--- src/sv/mhtq_pkg.sv ---
package mhtq_pkg;

  localparam int unsigned CAPACITY = 64;
  localparam int unsigned IDX_W    = $clog2(CAPACITY);
  localparam int unsigned CNT_W    = $clog2(CAPACITY + 1);
  localparam int unsigned ID_W     = 32;
  localparam int unsigned KEY_W    = 32;
  localparam int unsigned OCNT_W   = 7;

  localparam logic [1:0] REQ_INSERT = 2'd0;
  localparam logic [1:0] REQ_REMOVE = 2'd1;
  localparam logic [1:0] REQ_QUERY  = 2'd2;
  localparam logic [1:0] REQ_UNUSED = 2'd3;

  localparam logic [1:0] ST_OK   = 2'd0;
  localparam logic [1:0] ST_DUP  = 2'd1;
  localparam logic [1:0] ST_FULL = 2'd2;

  typedef struct packed {
    logic [1:0]       req_type;
    logic [ID_W-1:0]  timer_id;
    logic [KEY_W-1:0] end_time;
  } mhtq_in_t;

  typedef struct packed {
    logic [1:0]        status;
    logic              heap_empty;
    logic [ID_W-1:0]   top_timer_id;
    logic [KEY_W-1:0]  top_end_time;
    logic [OCNT_W-1:0] entry_count;
  } mhtq_out_t;

  typedef struct packed {
    logic [ID_W-1:0]  id;
    logic [KEY_W-1:0] key;
  } heap_entry_t;

  typedef enum logic [3:0] {
    OP_NONE,
    OP_LATCH,
    OP_SRCH_RD,
    OP_SRCH_NEXT,
    OP_DEL_START,
    OP_DEL_LOAD,
    OP_INS_START,
    OP_UP_RD,
    OP_UP_MOVE,
    OP_DN_RD,
    OP_DN_MOVE,
    OP_PUT_CUR,
    OP_TOP_RD,
    OP_OUT_LOAD
  } dp_op_e;

  typedef struct packed {
    dp_op_e     op;
    logic       set_status;
    logic [1:0] status;
  } dp_cmd_t;

  typedef struct packed {
    logic req_insert;
    logic req_remove;
    logic idx_end;
    logic id_match;
    logic replace;
    logic full;
    logic del_last;
    logic hole_zero;
    logic up_move;
    logic dn_move;
    logic out_busy;
  } dp_stat_t;

endpackage

--- src/sv/mhtq_ctrl.sv ---
module mhtq_ctrl
  import mhtq_pkg::*;
(
  input  logic     clk_i,
  input  logic     rst_ni,
  input  logic     in_valid_i,
  output logic     in_ready_o,
  input  dp_stat_t stat_i,
  output dp_cmd_t  cmd_o
);

  typedef enum logic [3:0] {
    S_IDLE,
    S_SRCH_RD,
    S_SRCH_CMP,
    S_DEL_LD,
    S_UP_CHK,
    S_UP_CMP,
    S_DN_RD,
    S_DN_CMP,
    S_FINISH,
    S_OUT_LD
  } state_e;

  state_e state_q, state_d;
  logic   ins_pend_q, ins_pend_d;

  always_comb begin
    state_d          = state_q;
    ins_pend_d       = ins_pend_q;
    cmd_o.op         = OP_NONE;
    cmd_o.set_status = 1'b0;
    cmd_o.status     = ST_OK;
    case (state_q)
      S_IDLE: begin
        if (in_valid_i) begin
          cmd_o.op   = OP_LATCH;
          ins_pend_d = 1'b0;
          state_d    = S_SRCH_RD;
        end
      end
      S_SRCH_RD: begin
        if (!stat_i.req_insert && !stat_i.req_remove) begin
          state_d = S_FINISH;
        end else if (stat_i.idx_end) begin
          if (stat_i.req_insert && stat_i.full) begin
            cmd_o.set_status = 1'b1;
            cmd_o.status     = ST_FULL;
            state_d          = S_FINISH;
          end else if (stat_i.req_insert) begin
            cmd_o.op = OP_INS_START;
            state_d  = S_UP_CHK;
          end else begin
            state_d = S_FINISH;
          end
        end else begin
          cmd_o.op = OP_SRCH_RD;
          state_d  = S_SRCH_CMP;
        end
      end
      S_SRCH_CMP: begin
        if (!stat_i.id_match) begin
          cmd_o.op = OP_SRCH_NEXT;
          state_d  = S_SRCH_RD;
        end else if (stat_i.req_insert && !stat_i.replace) begin
          cmd_o.set_status = 1'b1;
          cmd_o.status     = ST_DUP;
          state_d          = S_FINISH;
        end else begin
          cmd_o.op   = OP_DEL_START;
          ins_pend_d = stat_i.req_insert;
          state_d    = stat_i.del_last ? S_FINISH : S_DEL_LD;
        end
      end
      S_DEL_LD: begin
        cmd_o.op = OP_DEL_LOAD;
        state_d  = S_UP_CHK;
      end
      S_UP_CHK: begin
        if (stat_i.hole_zero) begin
          state_d = S_DN_RD;
        end else begin
          cmd_o.op = OP_UP_RD;
          state_d  = S_UP_CMP;
        end
      end
      S_UP_CMP: begin
        if (stat_i.up_move) begin
          cmd_o.op = OP_UP_MOVE;
          state_d  = S_UP_CHK;
        end else begin
          state_d = S_DN_RD;
        end
      end
      S_DN_RD: begin
        cmd_o.op = OP_DN_RD;
        state_d  = S_DN_CMP;
      end
      S_DN_CMP: begin
        if (stat_i.dn_move) begin
          cmd_o.op = OP_DN_MOVE;
          state_d  = S_DN_RD;
        end else begin
          cmd_o.op = OP_PUT_CUR;
          state_d  = S_FINISH;
        end
      end
      S_FINISH: begin
        // A replacing insert appends the new entry once the old one is gone.
        if (ins_pend_q) begin
          cmd_o.op   = OP_INS_START;
          ins_pend_d = 1'b0;
          state_d    = S_UP_CHK;
        end else begin
          cmd_o.op = OP_TOP_RD;
          state_d  = S_OUT_LD;
        end
      end
      S_OUT_LD: begin
        if (!stat_i.out_busy) begin
          cmd_o.op = OP_OUT_LOAD;
          state_d  = S_IDLE;
        end
      end
      default: state_d = S_IDLE;
    endcase
  end

  always_ff @(posedge clk_i or negedge rst_ni) begin
    if (!rst_ni) begin
      state_q    <= S_IDLE;
      ins_pend_q <= 1'b0;
    end else begin
      state_q    <= state_d;
      ins_pend_q <= ins_pend_d;
    end
  end

  assign in_ready_o = (state_q == S_IDLE);

`ifndef NO_ASSERTIONS
  a_pend_insert: assert property (@(posedge clk_i) disable iff (!rst_ni)
    ins_pend_q |-> stat_i.req_insert)
    else $error("pending insert without an insert request");
  a_accept_latch: assert property (@(posedge clk_i) disable iff (!rst_ni)
    (in_valid_i && in_ready_o) |=> (state_q == S_SRCH_RD))
    else $error("accepted request did not start");
  a_load_idle: assert property (@(posedge clk_i) disable iff (!rst_ni)
    (cmd_o.op == OP_OUT_LOAD) |=> in_ready_o)
    else $error("no return to idle after result");
`endif

endmodule

--- config.mk ---
export PLATFORM = sky130hd
export DESIGN_NAME = mhtq_ctrl
export DESIGN_NICKNAME = d
export VERILOG_FILES = /design/src/sv/mhtq_pkg.sv /design/src/sv/mhtq_ctrl.sv
export SDC_FILE = /design/constraint.sdc
export NUM_CORES = 1
export LEC_CHECK = 0
export BUFFER_PORTS_ARGS = -buffer_cell sky130_fd_sc_hd__buf_2
export CAP_MARGIN = 20
export CORE_AREA = 2 2 39 41
export DETAILED_ROUTE_END_ITERATION = 7
export DIE_AREA = 0 0 41 43
export PLACE_DENSITY = 0.76
export SLEW_MARGIN = 20
export SYNTH_ARGS = -nofsm -noshare
export SYNTH_HDL_FRONTEND = slang
export SYNTH_SLANG_ARGS = --single-unit
--- constraint.sdc ---
create_clock -name clk_i -period 2.5 [get_ports clk_i]
set_input_delay 0.125 -clock clk_i [delete_from_list [all_inputs] [get_ports clk_i]]
set_output_delay 0.125 -clock clk_i [all_outputs]
set_load 0.02 [all_outputs]
-- Word-level counts from Yosys, hierarchy flattened
Cells that the tools add are included.
- output and inout bits: 8
- input port bits: 14
- word-level logic and storage cells: 61
- register bits: 5
- mux-type cells: 36
- reduce and logical (&&, ||, !) cells: 10
- equal/unequal tests: 13
- operator list (cell ; number):
    $pmux 4 s10 ; 2
    $mux 4 ; 15
    $mux 3 ; 9
    $eq 4x3->1 const B ; 4
    $eq 4x2->1 const B ; 2
    $eq 4x4->1 const B ; 2
    $ne 2x2->1 const B ; 4
    $mux 7 ; 1
    $pmux 3 s2 ; 1
    $mux 1 ; 5
    $eq 4x1->1 const B ; 1
    $logic_not 4->1 ; 1
    $mux 2 ; 2
    $reduce_and 4->1 ; 1
    $logic_and 1x1->1 ; 3
    $logic_not 1->1 ; 3
    $pmux 1 s3 ; 1
    $reduce_bool 3->1 ; 1
    $reduce_and 2->1 ; 1

-- Longest topological paths before layout
- depth in word-level cells: 5
- mapped depth: 6
- mapped depth without buffers: 5

-- Least setup slack after synthesis
No wires, ideal clock.
- path type: flip-flop to output port
- from: register state_q[2]
- to: output port cmd_o[2] in the netlist's numbering
- buffers on the path: 0
- data arrival time: 1.469 ns
- required time: 2.375 ns
- stages on the path, launching flop included: 5
- path slack: 0.906 ns
- cells stage by stage: dfrtp_1 > nor2_1 > nand2_1 > nor4_2 > or2_1
- RTL lines (what ; line ; source):
    start: declaration ; mhtq_ctrl.sv:25 ; state_e state_q, state_d;
    start signal: assignment ; mhtq_ctrl.sv:134 ; state_q <= state_d;
    end: declaration ; mhtq_ctrl.sv:9 ; output dp_cmd_t cmd_o

==> results.toml <==
[cells_and_area]
area_growth_pct = 21.1
drive_gt1_frac = 0.282
fin_area_um2 = 753
nNetsFinal = 125
diodes = 0
fillers = 152

[worst_setup_path]
path_class = "reg -> out"
required_ps = 2380
endpoint_kind = "primary output"
r2r_setup_slack_ps = 780
rr_startpoint = "state_q[0]"
crit_start = "state_q[0]"
cp-start-kind = "flop"
crit_arrival_ps = 1980
critPathCapture = "cmd_o[5]"
worstRegToRegCells = 4
reg2reg_to = "state_q[2]"
worst-path-max-fanout = 20

[clock_network]
h-tree-depth = 1
insertion_delay_ps = 230
clock-root-buffer = "clkbuf_4"
cts_tree = "done"
postCtsSetupRepairBufs = 0
cts_buffer_depth = 2
postCtsResizedCells = 0
cts_sinks = 5
clkTransAtPathRegs_ps = 40
cts_hold_buf = 1
cts_buffers = 3

[timing]
setup-violations-final = 0
period_share = 0.842
tns_ps = 0
max_slew_margin = 0.546
finClkSkew_ps = 0.138
finalMaxSlewViolations = 0
fin_ws_ps = 394
holdWs_ps = 97.0
tightest_slew_ps = 681
period_needed_ps = 2110
fmax_ghz = 0.475
final_hold_viol_count = 0
rsz0062_at_grt = "no"

[pwr]
powerDensity_nw_per_um2 = 1060
net-switching-power_mw = 0.427
seq_power_share = 0.289
power.leakage_nw = 0.336
ir_worst_vdd_mv = 0.586
internal_power_mw = 0.373
switching_share = 0.533
power_frac_clock = 0.111
power.share.combinational = 0.600

[grt]
grt_remaining_overflow = 0
grt_pass1_wl_um = 2460
antenna_found_initial = 0
grt_max_degree = 21
track_usage = 0.202
grt_pass1_vias = 575

[synthesis]
synthArstFlopShare = 1.00
synth.cell_area_um2 = 622
synth_edf_count = 0
muxShareOfSynthArea = 0
yosysSeqAreaShare = 0.201
synth_compound_area_frac = 0.348
yosys.area_share.simple = 0.372
netlist_instances = 89
avgSynthCellArea_um2 = 6.99
synth-xor-area-share = 0
ys_ff_latch = 5
synth_top_family_by_area = "simple AND/OR/NAND/NOR gates"
yosys_warnings = 0
syn_nets = 103
ys_types = 37
synth-adder-area-share = 0
synthFlopType = "dfrtp_1"

[hold_path]
hp-class = "in -> reg"

[die]
start_util = 0.449
die_h_um = 43
core_um2 = 1380
fp.dieW_um = 41
rows = 14
dieArea_um2 = 1760
pin_count = 22

[flow_run]
drv_cap = 0

[route]
vias = 728
routed_wl_um = 1580
drt_iter0_drc = 24
viasPerCell = 5.78
ant_nets = 0
route.detailed.drc = 0
firstDrtPassIters = 4
avgRoutedWirePerCell_um = 12.5

[place]
place.gp.congestion = 0.867
placed_cell_area_um2 = 717
pre_cts_slack_ps = 675
portBuffers = 21
place_hpwl_um = 1230

[run_status]
outcome = "completed"
## critical path: stages, from the launching register on
cell     delay [ps]
dfrtp_1         770
nand2_1         210
nor4_1          430
or3_1           180
buf_2           150
## kinds of logic after synthesis
family / Yosys count
AND/OR/NAND/NOR: 40
flip-flops: 5
AO/OA/AOI/OAI: 34
buffers and inverters: 10
## routing by layer
layer	routed length, um	global-route usage	share of wire	up-vias
li1	-	-	-	373
met1	766	0.288	0.49	327
met2	735	0.313	0.47	28
met3	74	0.0314	0.047	0
met4	0	0.0400	0	0
met5	0	0	0	-
## synthesized netlist by cell type, types with 2 or more instances
library cell	number	share of area
o21ai_1	10	0.080
inv_1	4	0.024
buf_4	2	0.024
nor2b_1	3	0.030
buf_2	3	0.024
o22ai_1	2	0.020
dfrtp_1	5	0.20
nand3_1	2	0.016
nand2_1	11	0.066
nor2_1	10	0.060
o221ai_1	3	0.042
o21ai_0	2	0.016
a21oi_1	7	0.056
or2_1	2	0.020
## cell usage in the layout, fill, tap and decap left out, types with 2 or more instances in the layout
master and n:
o221ai_1 3, o22ai_1 2, dfrtp_1 5, nand3_1 2, buf_2 21, inv_1 4
clkbuf_4 3, o21ai_1 10, nor2_1 10, or2_1 2, nor2b_1 3, o21ai_0 2
nand2_1 11, a21oi_1 7
## through the flow
| step | util | cells | power (mW) |
|---|---|---|---|
| 4_1_cts | 0.544 | 126 | 0.803 |
| 6_report | 0.544 | 126 | 0.800 |
| 3_3_place_gp | 0.518 | 121 | 0.701 |
| 2_1_floorplan | - | 89 | 0.599 |
| 5_1_grt | 0.544 | 126 | 0.875 |
| 3_5_place_dp | 0.518 | 121 | 0.708 |
## final cells by class
| type | instances | area (um2) | area share |
|---|---|---|---|
| inverter | 5 | 18.8 | 0.0249 |
| clock buffer | 4 | 26.3 | 0.0349 |
| sequential | 5 | 125 | 0.166 |
| timing repair buffer | 22 | 115 | 0.153 |
| tap | 16 | 20.0 | 0.0266 |
| multi-input combinational | 74 | 448 | 0.595 |
## state kept, by name, summed over array words and instances, names as in the netlist
register    flops
ins_pend_q      1
state_q         4
## power groups by stage
stage,Combinational (mW),Sequential [mW],Clock (mW)
after global routing,0.531,0.243,0.101
after global placement,0.476,0.225,0
after CTS,0.481,0.229,0.0931
after floorplan,0.451,0.147,0
final,0.480,0.231,0.0889
after detailed placement,0.478,0.230,0
## worst min-delay path by stage
stage | from | slack, ps | endpoint | cells after the start
6_report | stat_i[4] | 100 | state_q[1] | 2
4_1_cts | stat_i[4] | 90 | state_q[1] | 2
2_1_floorplan | rst_ni | -170 | ins_pend_q | 0
3_5_place_dp | rst_ni | -60 | state_q[2] | 1
5_1_grt | stat_i[4] | 80 | state_q[1] | 2
3_3_place_gp | rst_ni | -60 | state_q[3] | 1
(Power assumes the default switching activity.)
